`config.mk`:
```
export PLATFORM = sky130hd
export DESIGN_NAME = host_command_stream_deframer
export DESIGN_NICKNAME = d
export VERILOG_FILES = /design/src/design/hcsd_pkg.sv /design/src/design/hcsd_in_stage.sv /design/src/design/hcsd_parser.sv /design/src/design/hcsd_out_stage.sv /design/src/design/host_command_stream_deframer.sv
export VERILOG_INCLUDE_DIRS = /design/src /design/src/design
export SDC_FILE = /design/constraint.sdc
export NUM_CORES = 1
export LEC_CHECK = 0
export BUFFER_PORTS_ARGS = -buffer_cell sky130_fd_sc_hd__buf_2
export CAP_MARGIN = 20
export CORE_UTILIZATION = 55
export DETAILED_ROUTE_END_ITERATION = 16
export GPL_ROUTABILITY_DRIVEN = 0
export PLACE_DENSITY = 0.75
export SETUP_SLACK_MARGIN = 0.1
export SLEW_MARGIN = 10
export SYNTH_ARGS = -nofsm -noshare
export SYNTH_HDL_FRONTEND = slang
export SYNTH_HIERARCHICAL = 1
export SYNTH_SLANG_ARGS = --single-unit
```
`constraint.sdc`:
```
create_clock -name aclk -period 17.9 [get_ports aclk]
set_input_delay 2.685 -clock aclk [delete_from_list [all_inputs] [get_ports aclk]]
set_output_delay 2.685 -clock aclk [all_outputs]
set_load 0.005 [all_outputs]
```
`src/design/assert_macros.svh`:
```
// Assertion macros shared by the deframer RTL.
`ifndef ASSERT_MACROS_SVH
`define ASSERT_MACROS_SVH

// Property checked at every clock edge outside reset.
`define HCSD_ASSERT(label, clk, rstn, prop, msg) \
    label: assert property (@(posedge clk) disable iff (!rstn) (prop)) \
        else $error(msg);

// Condition in one cycle implies a condition in the next.
`define HCSD_ASSERT_NEXT(label, clk, rstn, pre, post, msg) \
    label: assert property (@(posedge clk) disable iff (!rstn) (pre) |=> (post)) \
        else $error(msg);

`endif

```
`src/design/hcsd_pkg.sv`:
```
// Types, constants and codes of the host command stream deframer.
package hcsd_pkg;

    localparam int BYTE_W     = 8;
    localparam int WORD_W     = 32;
    localparam int LEN_W      = 25;
    localparam int WIN_DEPTH  = 17;
    localparam int COUNT_W    = $clog2(WIN_DEPTH + 1);
    localparam int S_TDATA_W  = 8;
    localparam int S_TUSER_W  = 1;
    localparam int M_TUSER_W  = 3;
    localparam int M_FIELDS_W = BYTE_W + 2 * WORD_W + LEN_W + BYTE_W;
    localparam int M_TDATA_W  = ((M_FIELDS_W + 7) / 8) * 8;
    localparam int M_PAD_W    = M_TDATA_W - M_FIELDS_W;

    localparam logic [COUNT_W-1:0] CNT_DETECT     = COUNT_W'(3);
    localparam logic [COUNT_W-1:0] CNT_PROBE      = COUNT_W'(4);
    localparam logic [COUNT_W-1:0] HDR_DIRECT     = COUNT_W'(12);
    localparam logic [COUNT_W-1:0] HDR_KEEPALIVE  = COUNT_W'(13);
    localparam logic [COUNT_W-1:0] HDR_REMOTE     = COUNT_W'(WIN_DEPTH);

    localparam logic [WORD_W-1:0] MAX_PAYLOAD    = WORD_W'(16 * 1024 * 1024);
    localparam logic [WORD_W-1:0] KEEPALIVE_WORD = 32'hcafe_beef;
    localparam logic [WORD_W-1:0] REMOTE_TYPE    = 32'h0000_0001;
    localparam logic [WORD_W-1:0] STATUS_LEN     = 32'd4;

    localparam logic [BYTE_W-1:0] CH_C    = 8'h43;  // 'C'
    localparam logic [BYTE_W-1:0] CH_M    = 8'h4d;  // 'M'
    localparam logic [BYTE_W-1:0] CH_D    = 8'h44;  // 'D'
    localparam logic [BYTE_W-1:0] CH_U    = 8'h55;  // 'U'
    localparam logic [BYTE_W-1:0] CH_S_LO = 8'h73;  // 's'
    localparam logic [BYTE_W-1:0] CH_S_HI = 8'h53;  // 'S'

    localparam logic OP_DATA  = 1'b0;
    localparam logic OP_CLEAR = 1'b1;

    typedef enum logic [1:0] {
        KIND_HEADER  = 2'd0,
        KIND_PAYLOAD = 2'd1,
        KIND_ERROR   = 2'd2
    } kind_t;

    typedef enum logic [2:0] {
        MODE_UNDET  = 3'b001,
        MODE_DIRECT = 3'b010,
        MODE_REMOTE = 3'b100
    } mode_t;

    typedef struct packed {
        logic              op;
        logic [BYTE_W-1:0] data;
    } item_t;

    typedef struct packed {
        kind_t             kind;
        logic              framing;
        logic [BYTE_W-1:0] command_code;
        logic [WORD_W-1:0] first_arg;
        logic [WORD_W-1:0] second_arg;
        logic [LEN_W-1:0]  payload_length;
        logic [BYTE_W-1:0] payload_byte;
        logic              last;
    } result_t;

endpackage

```
`src/design/hcsd_in_stage.sv`:
```
// Input register stage of the deframer.
module hcsd_in_stage (
    input  logic                               aclk,
    input  logic                               aresetn,
    input  logic                               s_tvalid,
    output logic                               s_tready,
    input  logic [hcsd_pkg::S_TDATA_W-1:0]     s_tdata,   // [7:0] byte_in
    input  logic [hcsd_pkg::S_TUSER_W-1:0]     s_tuser,   // [0] operation
    input  logic                               advance,
    output logic                               item_valid,
    output hcsd_pkg::item_t                    item
);

    logic            valid_reg;
    logic            valid_next;
    hcsd_pkg::item_t item_reg;

    assign s_tready = !valid_reg || advance;

    always_comb begin
        valid_next = valid_reg;
        if (s_tvalid && s_tready) begin
            valid_next = 1'b1;
        end else if (advance) begin
            valid_next = 1'b0;
        end
    end

    always_ff @(posedge aclk) begin
        if (!aresetn) begin
            valid_reg <= 1'b0;
        end else begin
            valid_reg <= valid_next;
        end
    end

    always_ff @(posedge aclk) begin
        if (s_tvalid && s_tready) begin
            item_reg.op   <= s_tuser[0];
            item_reg.data <= s_tdata[hcsd_pkg::BYTE_W-1:0];
        end
    end

    assign item_valid = valid_reg;
    assign item       = item_reg;

endmodule

```
`src/design/hcsd_parser.sv`:
```
// Framing detection, header collection and payload counting.
`include "assert_macros.svh"

module hcsd_parser (
    input  logic                aclk,
    input  logic                aresetn,
    input  logic                item_valid,
    input  hcsd_pkg::item_t     item,
    input  logic                out_space,
    output logic                advance,
    output logic                emit,
    output hcsd_pkg::result_t   result
);

    hcsd_pkg::mode_t                     mode_reg;
    hcsd_pkg::mode_t                     mode_next;
    logic [hcsd_pkg::COUNT_W-1:0]        count_reg;
    logic [hcsd_pkg::COUNT_W-1:0]        count_next;
    logic [hcsd_pkg::COUNT_W-1:0]        count_inc;
    logic [hcsd_pkg::LEN_W-1:0]          left_reg;
    logic [hcsd_pkg::LEN_W-1:0]          left_next;
    logic [hcsd_pkg::BYTE_W-1:0]         window_reg  [hcsd_pkg::WIN_DEPTH];
    logic [hcsd_pkg::BYTE_W-1:0]         window_next [hcsd_pkg::WIN_DEPTH];
    logic                                shift_en;

    logic                                det_direct_ok;
    logic                                det_remote_ok;
    logic                                dir_magic_ok;
    logic [hcsd_pkg::BYTE_W-1:0]         dir_cmd;
    logic [hcsd_pkg::WORD_W-1:0]         dir_a0;
    logic [hcsd_pkg::WORD_W-1:0]         dir_a1;
    logic [hcsd_pkg::WORD_W-1:0]         dir_len;
    logic [hcsd_pkg::WORD_W-1:0]         rem_type;
    logic [hcsd_pkg::BYTE_W-1:0]         rem_cmd;
    logic [hcsd_pkg::WORD_W-1:0]         rem_a0;
    logic [hcsd_pkg::WORD_W-1:0]         rem_a1;
    logic [hcsd_pkg::WORD_W-1:0]         rem_len;

    logic                                hdr_hit;
    logic                                err_hit;
    logic                                hdr_framing;
    logic [hcsd_pkg::BYTE_W-1:0]         hdr_cmd;
    logic [hcsd_pkg::WORD_W-1:0]         hdr_a0;
    logic [hcsd_pkg::WORD_W-1:0]         hdr_a1;
    logic [hcsd_pkg::WORD_W-1:0]         hdr_len;

    // Newest byte enters at the top; a header always ends at the top entry.
    always_comb begin
        for (int i = 0; i < hcsd_pkg::WIN_DEPTH - 1; i++) begin
            window_next[i] = window_reg[i+1];
        end
        window_next[hcsd_pkg::WIN_DEPTH-1] = item.data;
    end

    assign det_direct_ok = (window_next[14] == hcsd_pkg::CH_C) &&
                           (window_next[15] == hcsd_pkg::CH_M) &&
                           (window_next[16] == hcsd_pkg::CH_D);
    assign det_remote_ok = ({window_next[13], window_next[14],
                             window_next[15], window_next[16]} == hcsd_pkg::REMOTE_TYPE);

    // Direct header sits in the top twelve entries.
    assign dir_magic_ok = (window_next[5] == hcsd_pkg::CH_C) &&
                          (window_next[6] == hcsd_pkg::CH_M) &&
                          (window_next[7] == hcsd_pkg::CH_D);
    assign dir_cmd = window_next[8];
    assign dir_a0  = {window_next[9],  window_next[10], window_next[11], window_next[12]};
    assign dir_a1  = {window_next[13], window_next[14], window_next[15], window_next[16]};

    assign rem_type = {window_next[0],  window_next[1],  window_next[2],  window_next[3]};
    assign rem_cmd  = window_next[4];
    assign rem_a0   = {window_next[5],  window_next[6],  window_next[7],  window_next[8]};
    assign rem_a1   = {window_next[9],  window_next[10], window_next[11], window_next[12]};
    assign rem_len  = {window_next[13], window_next[14], window_next[15], window_next[16]};

    always_comb begin
        unique case (dir_cmd) inside
            hcsd_pkg::CH_M, hcsd_pkg::CH_U:       dir_len = dir_a1;
            hcsd_pkg::CH_S_LO, hcsd_pkg::CH_S_HI: dir_len = hcsd_pkg::STATUS_LEN;
            default:                              dir_len = '0;
        endcase
    end

    assign count_inc = (count_reg >= hcsd_pkg::HDR_REMOTE) ?
                       hcsd_pkg::COUNT_W'(1) : count_reg + hcsd_pkg::COUNT_W'(1);

    always_comb begin
        mode_next   = mode_reg;
        count_next  = count_reg;
        left_next   = left_reg;
        shift_en    = 1'b0;
        emit        = 1'b0;
        result      = '0;
        hdr_hit     = 1'b0;
        err_hit     = 1'b0;
        hdr_framing = 1'b0;
        hdr_cmd     = '0;
        hdr_a0      = '0;
        hdr_a1      = '0;
        hdr_len     = '0;

        if (item.op == hcsd_pkg::OP_CLEAR) begin
            mode_next  = hcsd_pkg::MODE_UNDET;
            count_next = '0;
            left_next  = '0;
        end else if ((mode_reg == hcsd_pkg::MODE_DIRECT || mode_reg == hcsd_pkg::MODE_REMOTE) &&
                     left_reg != '0) begin
            emit                = 1'b1;
            result.kind         = hcsd_pkg::KIND_PAYLOAD;
            result.framing      = (mode_reg == hcsd_pkg::MODE_REMOTE);
            result.payload_byte = item.data;
            result.last         = (left_reg == hcsd_pkg::LEN_W'(1));
            left_next           = left_reg - hcsd_pkg::LEN_W'(1);
        end else begin
            shift_en   = 1'b1;
            count_next = count_inc;
            unique case (mode_reg)
                hcsd_pkg::MODE_DIRECT: begin
                    if (count_inc == hcsd_pkg::HDR_DIRECT) begin
                        if (!dir_magic_ok || dir_len > hcsd_pkg::MAX_PAYLOAD) begin
                            err_hit = 1'b1;
                        end else begin
                            hdr_hit     = 1'b1;
                            hdr_framing = 1'b0;
                            hdr_cmd     = dir_cmd;
                            hdr_a0      = dir_a0;
                            hdr_a1      = dir_a1;
                            hdr_len     = dir_len;
                        end
                    end
                end
                hcsd_pkg::MODE_REMOTE: begin
                    if (count_inc == hcsd_pkg::HDR_REMOTE) begin
                        if (rem_type == hcsd_pkg::KEEPALIVE_WORD) begin
                            // drop the keepalive word, keep the thirteen bytes after it
                            count_next = hcsd_pkg::HDR_KEEPALIVE;
                        end else if (rem_type != hcsd_pkg::REMOTE_TYPE ||
                                     rem_len > hcsd_pkg::MAX_PAYLOAD) begin
                            err_hit = 1'b1;
                        end else begin
                            hdr_hit     = 1'b1;
                            hdr_framing = 1'b1;
                            hdr_cmd     = rem_cmd;
                            hdr_a0      = rem_a0;
                            hdr_a1      = rem_a1;
                            hdr_len     = rem_len;
                        end
                    end
                end
                default: begin
                    mode_next = hcsd_pkg::MODE_UNDET;
                    if (count_inc == hcsd_pkg::CNT_DETECT && det_direct_ok) begin
                        mode_next = hcsd_pkg::MODE_DIRECT;
                    end else if (count_inc >= hcsd_pkg::CNT_PROBE) begin
                        if (det_remote_ok) begin
                            mode_next = hcsd_pkg::MODE_REMOTE;
                        end else begin
                            err_hit = 1'b1;
                        end
                    end
                end
            endcase

            if (err_hit) begin
                emit        = 1'b1;
                result.kind = hcsd_pkg::KIND_ERROR;
                mode_next   = hcsd_pkg::MODE_UNDET;
                count_next  = '0;
                left_next   = '0;
            end else if (hdr_hit) begin
                emit                  = 1'b1;
                result.kind           = hcsd_pkg::KIND_HEADER;
                result.framing        = hdr_framing;
                result.command_code   = hdr_cmd;
                result.first_arg      = hdr_a0;
                result.second_arg     = hdr_a1;
                result.payload_length = hdr_len[hcsd_pkg::LEN_W-1:0];
                result.last           = (hdr_len == '0);
                count_next            = '0;
                left_next             = hdr_len[hcsd_pkg::LEN_W-1:0];
            end
        end
    end

    // Hold the item while its result cannot be taken; others always pass.
    assign advance = item_valid && (!emit || out_space);

    always_ff @(posedge aclk) begin
        if (!aresetn) begin
            mode_reg  <= hcsd_pkg::MODE_UNDET;
            count_reg <= '0;
            left_reg  <= '0;
        end else if (advance) begin
            mode_reg  <= mode_next;
            count_reg <= count_next;
            left_reg  <= left_next;
        end
    end

    always_ff @(posedge aclk) begin
        if (advance && shift_en) begin
            window_reg <= window_next;
        end
    end

    `HCSD_ASSERT(a_payload_needs_mode, aclk, aresetn, (left_reg == '0) || (mode_reg == hcsd_pkg::MODE_DIRECT) || (mode_reg == hcsd_pkg::MODE_REMOTE), "payload pending without detected framing")
    `HCSD_ASSERT(a_count_bound, aclk, aresetn, count_reg <= hcsd_pkg::HDR_REMOTE, "header count past remote header size")
    `HCSD_ASSERT(a_undet_count, aclk, aresetn, (mode_reg != hcsd_pkg::MODE_UNDET) || (count_reg < hcsd_pkg::CNT_PROBE), "undetected framing holds four or more bytes")
    `HCSD_ASSERT_NEXT(a_clear_takes, aclk, aresetn, advance && (item.op == hcsd_pkg::OP_CLEAR), (mode_reg == hcsd_pkg::MODE_UNDET) && (count_reg == '0) && (left_reg == '0), "connection change did not clear the parser")

endmodule

```
`src/design/hcsd_out_stage.sv`:
```
// Result register stage of the deframer.
`include "assert_macros.svh"

module hcsd_out_stage (
    input  logic                               aclk,
    input  logic                               aresetn,
    input  logic                               load,
    input  hcsd_pkg::result_t                  result,
    output logic                               space,
    output logic                               m_tvalid,
    input  logic                               m_tready,
    // [7:0] command_code, [39:8] first_arg, [71:40] second_arg,
    // [96:72] payload_length, [104:97] payload_byte, [111:105] zero
    output logic [hcsd_pkg::M_TDATA_W-1:0]     m_tdata,
    // [1:0] kind, [2] framing
    output logic [hcsd_pkg::M_TUSER_W-1:0]     m_tuser,
    output logic                               m_tlast
);

    logic              valid_reg;
    logic              valid_next;
    hcsd_pkg::result_t result_reg;

    assign space = !valid_reg || m_tready;

    always_comb begin
        valid_next = valid_reg;
        if (load) begin
            valid_next = 1'b1;
        end else if (m_tready) begin
            valid_next = 1'b0;
        end
    end

    always_ff @(posedge aclk) begin
        if (!aresetn) begin
            valid_reg <= 1'b0;
        end else begin
            valid_reg <= valid_next;
        end
    end

    always_ff @(posedge aclk) begin
        if (load) begin
            result_reg <= result;
        end
    end

    assign m_tvalid = valid_reg;
    assign m_tdata  = {{hcsd_pkg::M_PAD_W{1'b0}},
                       result_reg.payload_byte,
                       result_reg.payload_length,
                       result_reg.second_arg,
                       result_reg.first_arg,
                       result_reg.command_code};
    assign m_tuser  = {result_reg.framing, result_reg.kind};
    assign m_tlast  = result_reg.last;

    `HCSD_ASSERT(a_no_overwrite, aclk, aresetn, !load || !valid_reg || m_tready, "result loaded over a pending transaction")

endmodule

```
`src/design/host_command_stream_deframer.sv`:
```
// Top level of the host command stream deframer.
//
//   Channel | Direction | Contents
//   s_*     | in        | tdata: byte_in; tuser: operation (1 = connection change)
//   m_*     | out       | tdata: header fields / payload byte; tuser: kind, framing; tlast
//
// One byte transaction is accepted per clock while the input register is free or its byte
// advances; a result is presented from the result register, after its byte has passed
// through the input register and the parser.
// Header collection is a 17-byte shift register; payload bytes count down a
// 25-bit length counter, so every byte takes a single pass through the parser.
// aresetn (synchronous, active low) clears framing, counters and both valid flags.
// With m_tready low, bytes that give no result keep flowing; a byte that gives a
// result waits in the input register until the result register frees.
module host_command_stream_deframer (
    input  logic                               aclk,
    input  logic                               aresetn,
    input  logic                               s_tvalid,
    output logic                               s_tready,
    input  logic [hcsd_pkg::S_TDATA_W-1:0]     s_tdata,   // [7:0] byte_in
    input  logic [hcsd_pkg::S_TUSER_W-1:0]     s_tuser,   // [0] operation
    output logic                               m_tvalid,
    input  logic                               m_tready,
    // [7:0] command_code, [39:8] first_arg, [71:40] second_arg,
    // [96:72] payload_length, [104:97] payload_byte, [111:105] zero
    output logic [hcsd_pkg::M_TDATA_W-1:0]     m_tdata,
    // [1:0] kind, [2] framing
    output logic [hcsd_pkg::M_TUSER_W-1:0]     m_tuser,
    output logic                               m_tlast
);

    logic              item_valid;
    hcsd_pkg::item_t   item;
    logic              advance;
    logic              emit;
    logic              out_space;
    hcsd_pkg::result_t result;

    hcsd_in_stage u_in_stage (
        .aclk       (aclk),
        .aresetn    (aresetn),
        .s_tvalid   (s_tvalid),
        .s_tready   (s_tready),
        .s_tdata    (s_tdata),
        .s_tuser    (s_tuser),
        .advance    (advance),
        .item_valid (item_valid),
        .item       (item)
    );

    hcsd_parser u_parser (
        .aclk       (aclk),
        .aresetn    (aresetn),
        .item_valid (item_valid),
        .item       (item),
        .out_space  (out_space),
        .advance    (advance),
        .emit       (emit),
        .result     (result)
    );

    hcsd_out_stage u_out_stage (
        .aclk     (aclk),
        .aresetn  (aresetn),
        .load     (advance && emit),
        .result   (result),
        .space    (out_space),
        .m_tvalid (m_tvalid),
        .m_tready (m_tready),
        .m_tdata  (m_tdata),
        .m_tuser  (m_tuser),
        .m_tlast  (m_tlast)
    );

endmodule
```
==> impl_metrics.yaml <==
timing:
  worstMarginPinSlew_ns: 1.11
  finalSetupViolations: 0
  drv_slew: 0
  hold_viol_final: 0
  fin_setup_tns_ns: 0
  period_needed_ns: 7.01
  slew_headroom: 0.261
  fin_ws_ns: 10.89
  rsz0062_at_grt: "false"
  worst_clock_skew_ns: 0.0182
  clock.fmax_mhz: 143
  min_period_over_period: 0.392
worst_setup_path:
  reg2reg_slack_ns: 12.75
  worstPathArrival_ns: 4.33
  crit_path_start: "u_parser/dir_a1[30]$_DFFE_PP_"
  cp-start-kind: "flop"
  cp_data_required_time_ns: 15.21
  criticalPathCategory: "flop to primary output"
  worstReg2RegStart: "u_parser/dir_a1[30]$_DFFE_PP_"
  critPathMaxFanout: 76
  end_kind: "primary output"
  reg2reg_depth: 10
clock_network:
  h-tree-depth: 1
  clock_sinks: 281
  post_cts_buffers: 0
  clk_latency_ns: 0.56
  hold_buffers: 0
  numCtsBuffers: 28
  clock_tree.root_cell: "clkbuf_16"
  cts_tree: "built"
  post_cts_resized: 0
  clk_pin_slew_ns: 0.06
  clockBufferDepth: 3
synth:
  syn_area_per_cell_um2: 13.2
  yosys.area.top_type_share: 0.636
  yosysWarnings: 6
  postSynthCellCount: 879
  ys_seq_elements: 281
  synth-seq-area-share: 0.696
  ys_types: 74
  synth_area_leaders: "edfxtp_1 64%, dfxtp_1 6.0%, a22oi_1 4.9%"
  async_flop_share: 0
  yosysMostFrequentCell: "edfxtp_1"
  synth_edf_count: 246
  synth_common_cells: "246 x edfxtp_1, 119 x nor2_1, 76 x a22oi_1"
  yosys.area.top_type: "edfxtp_1"
  ys.flop_type: "edfxtp_1"
  synth.cell_area_mm2: 0.0116
pwr:
  p_leak_nw: 5.08
  intPower_mw: 1.11
  clock_power_share: 0.436
  irDropWorstVdd_mv: 0.0731
  seqPwrFrac: 0.537
  p_switching_uw: 298
  p_per_area_mw_per_mm2: 105
  p_sw_frac: 0.212
  p_comb_frac: 0.027
routing:
  drt-total-wl_um: 28100
  first_iter_violations: 1134
  wl_per_cell_um: 21.9
  postRouteAntennaNets: 0
  vias: 8067
  first_pass_iters: 5
  drc: 0
  via_per_inst: 6.28
grt:
  grt_pass1_vias: 7322
  grt_pass1_wl_um: 42600
  gr-total-overflow: 0
  track_usage: 0.258
  grt_max_degree: 91
  antenna_found_initial: 0
die:
  initial_utilization: 0.567
  die_area_mm2: 0.0217
  core.rowCount: 52
  io_pins: 131
  die_w_um: 147
  core_area_mm2: 0.0205
  die_h_um: 147
finish:
  n_antenna_cell: 0
  nets: 1013
  drive_gt1_frac: 0.197
  finish.utilization: 0.653
  areaGrowthSynthToFinish_pct: 15.3
  largest_reg_flops: 105
flow_run:
  maxCapViolations: 0
place:
  dpl.hpwl_um: 18200
  numPortBuffers: 123
  pre_cts_ws_ns: 11.40
worst_hold_path:
  holdPathStages: 0
  min_from: "u_parser/rem_cmd[7]$_DFFE_PP_"
  hold_path.class: "flop to flop"
outcome:
  status: "finished clean"
placed cells by master, fill, tap and decap left out, types with 8 or more instances in the layout:
master,Yosys,layout
nand4_1,19,19
and3_1,11,11
inv_1,12,12
nor2_1,119,119
and2_1,27,26
edfxtp_1,246,246
a22oi_1,76,76
nor4_1,28,28
nand2_1,40,40
nor3_1,18,18
buf_2,2,123
o211ai_1,9,9
clkbuf_16,0,28
dfxtp_1,35,35
o21ai_0,22,22
or4_1,8,8
o21a_1,9,9
a21oi_1,33,32
worst max-delay path, stage by stage, from the launching register on:
cell and delay, ns:
edfxtp_1 0.43, or4_1 0.59, or2_2 0.36, nor4_1 0.54, and4_2 0.32, buf_4 0.64, nor3_1 0.21, nand3_1 0.25
nand2_1 0.11, nand2b_4 0.19, buf_2 0.13
routing by layer:
metal | GRT usage | up-vias | share of wire
met3 | 0.0519 | 65 | 0.094
met4 | 0.106 | 0 | 0.032
li1 | - | 3623 | -
met5 | 0 | - | 0
met1 | 0.370 | 3886 | 0.41
met2 | 0.389 | 493 | 0.46
stage by stage:
step                      area, um2  hold WS [ns]  cells  total power [mW]
after CTS                     13400         0.459   1285              1.41
after detailed placement      12400         0.443   1235             0.804
after global routing          13400         0.469   1285              1.44
after global placement        12400         0.434   1234             0.802
after floorplan               11600         0.417    885             0.789
final                         13400         0.456   1285              1.40
logic make-up after synthesis:
group,share of synthesized area
flops,0.696
simple gates,0.141
fa+ha+maj,0.00538
buf+inv,0.0258
mux,0.00172
other cells,0.000323
xor+xnor,0.00302
compound gates,0.127
final timing paths:
check | end
setup / recovery | s_tready
hold / removal | u_parser/rem_type[7]$_DFFE_PP_
setup reg to reg | u_out_stage/m_tdata[15]$_DFFE_PP_
hold reg to reg | u_parser/rem_type[7]$_DFFE_PP_
layout make-up:
class	instances	area, um2
clock buffer	37	774
clock inverter	13	198
fill	1469	7100
inverter	12	45.0
multi-input combinational	541	3270
sequential	281	8090
tap	270	338
timing repair buffer	131	679
power by group through the flow:
stage / clock, mW / sequential, mW / combinational, mW
2_1_floorplan: 0 / 0.760 / 0.0296
6_report: 0.611 / 0.754 / 0.0381
4_1_cts: 0.618 / 0.753 / 0.0376
5_1_grt: 0.644 / 0.755 / 0.0415
3_3_place_gp: 0 / 0.765 / 0.0367
3_5_place_dp: 0 / 0.766 / 0.0373
Note: power is estimated with default switching activity, not from simulation.
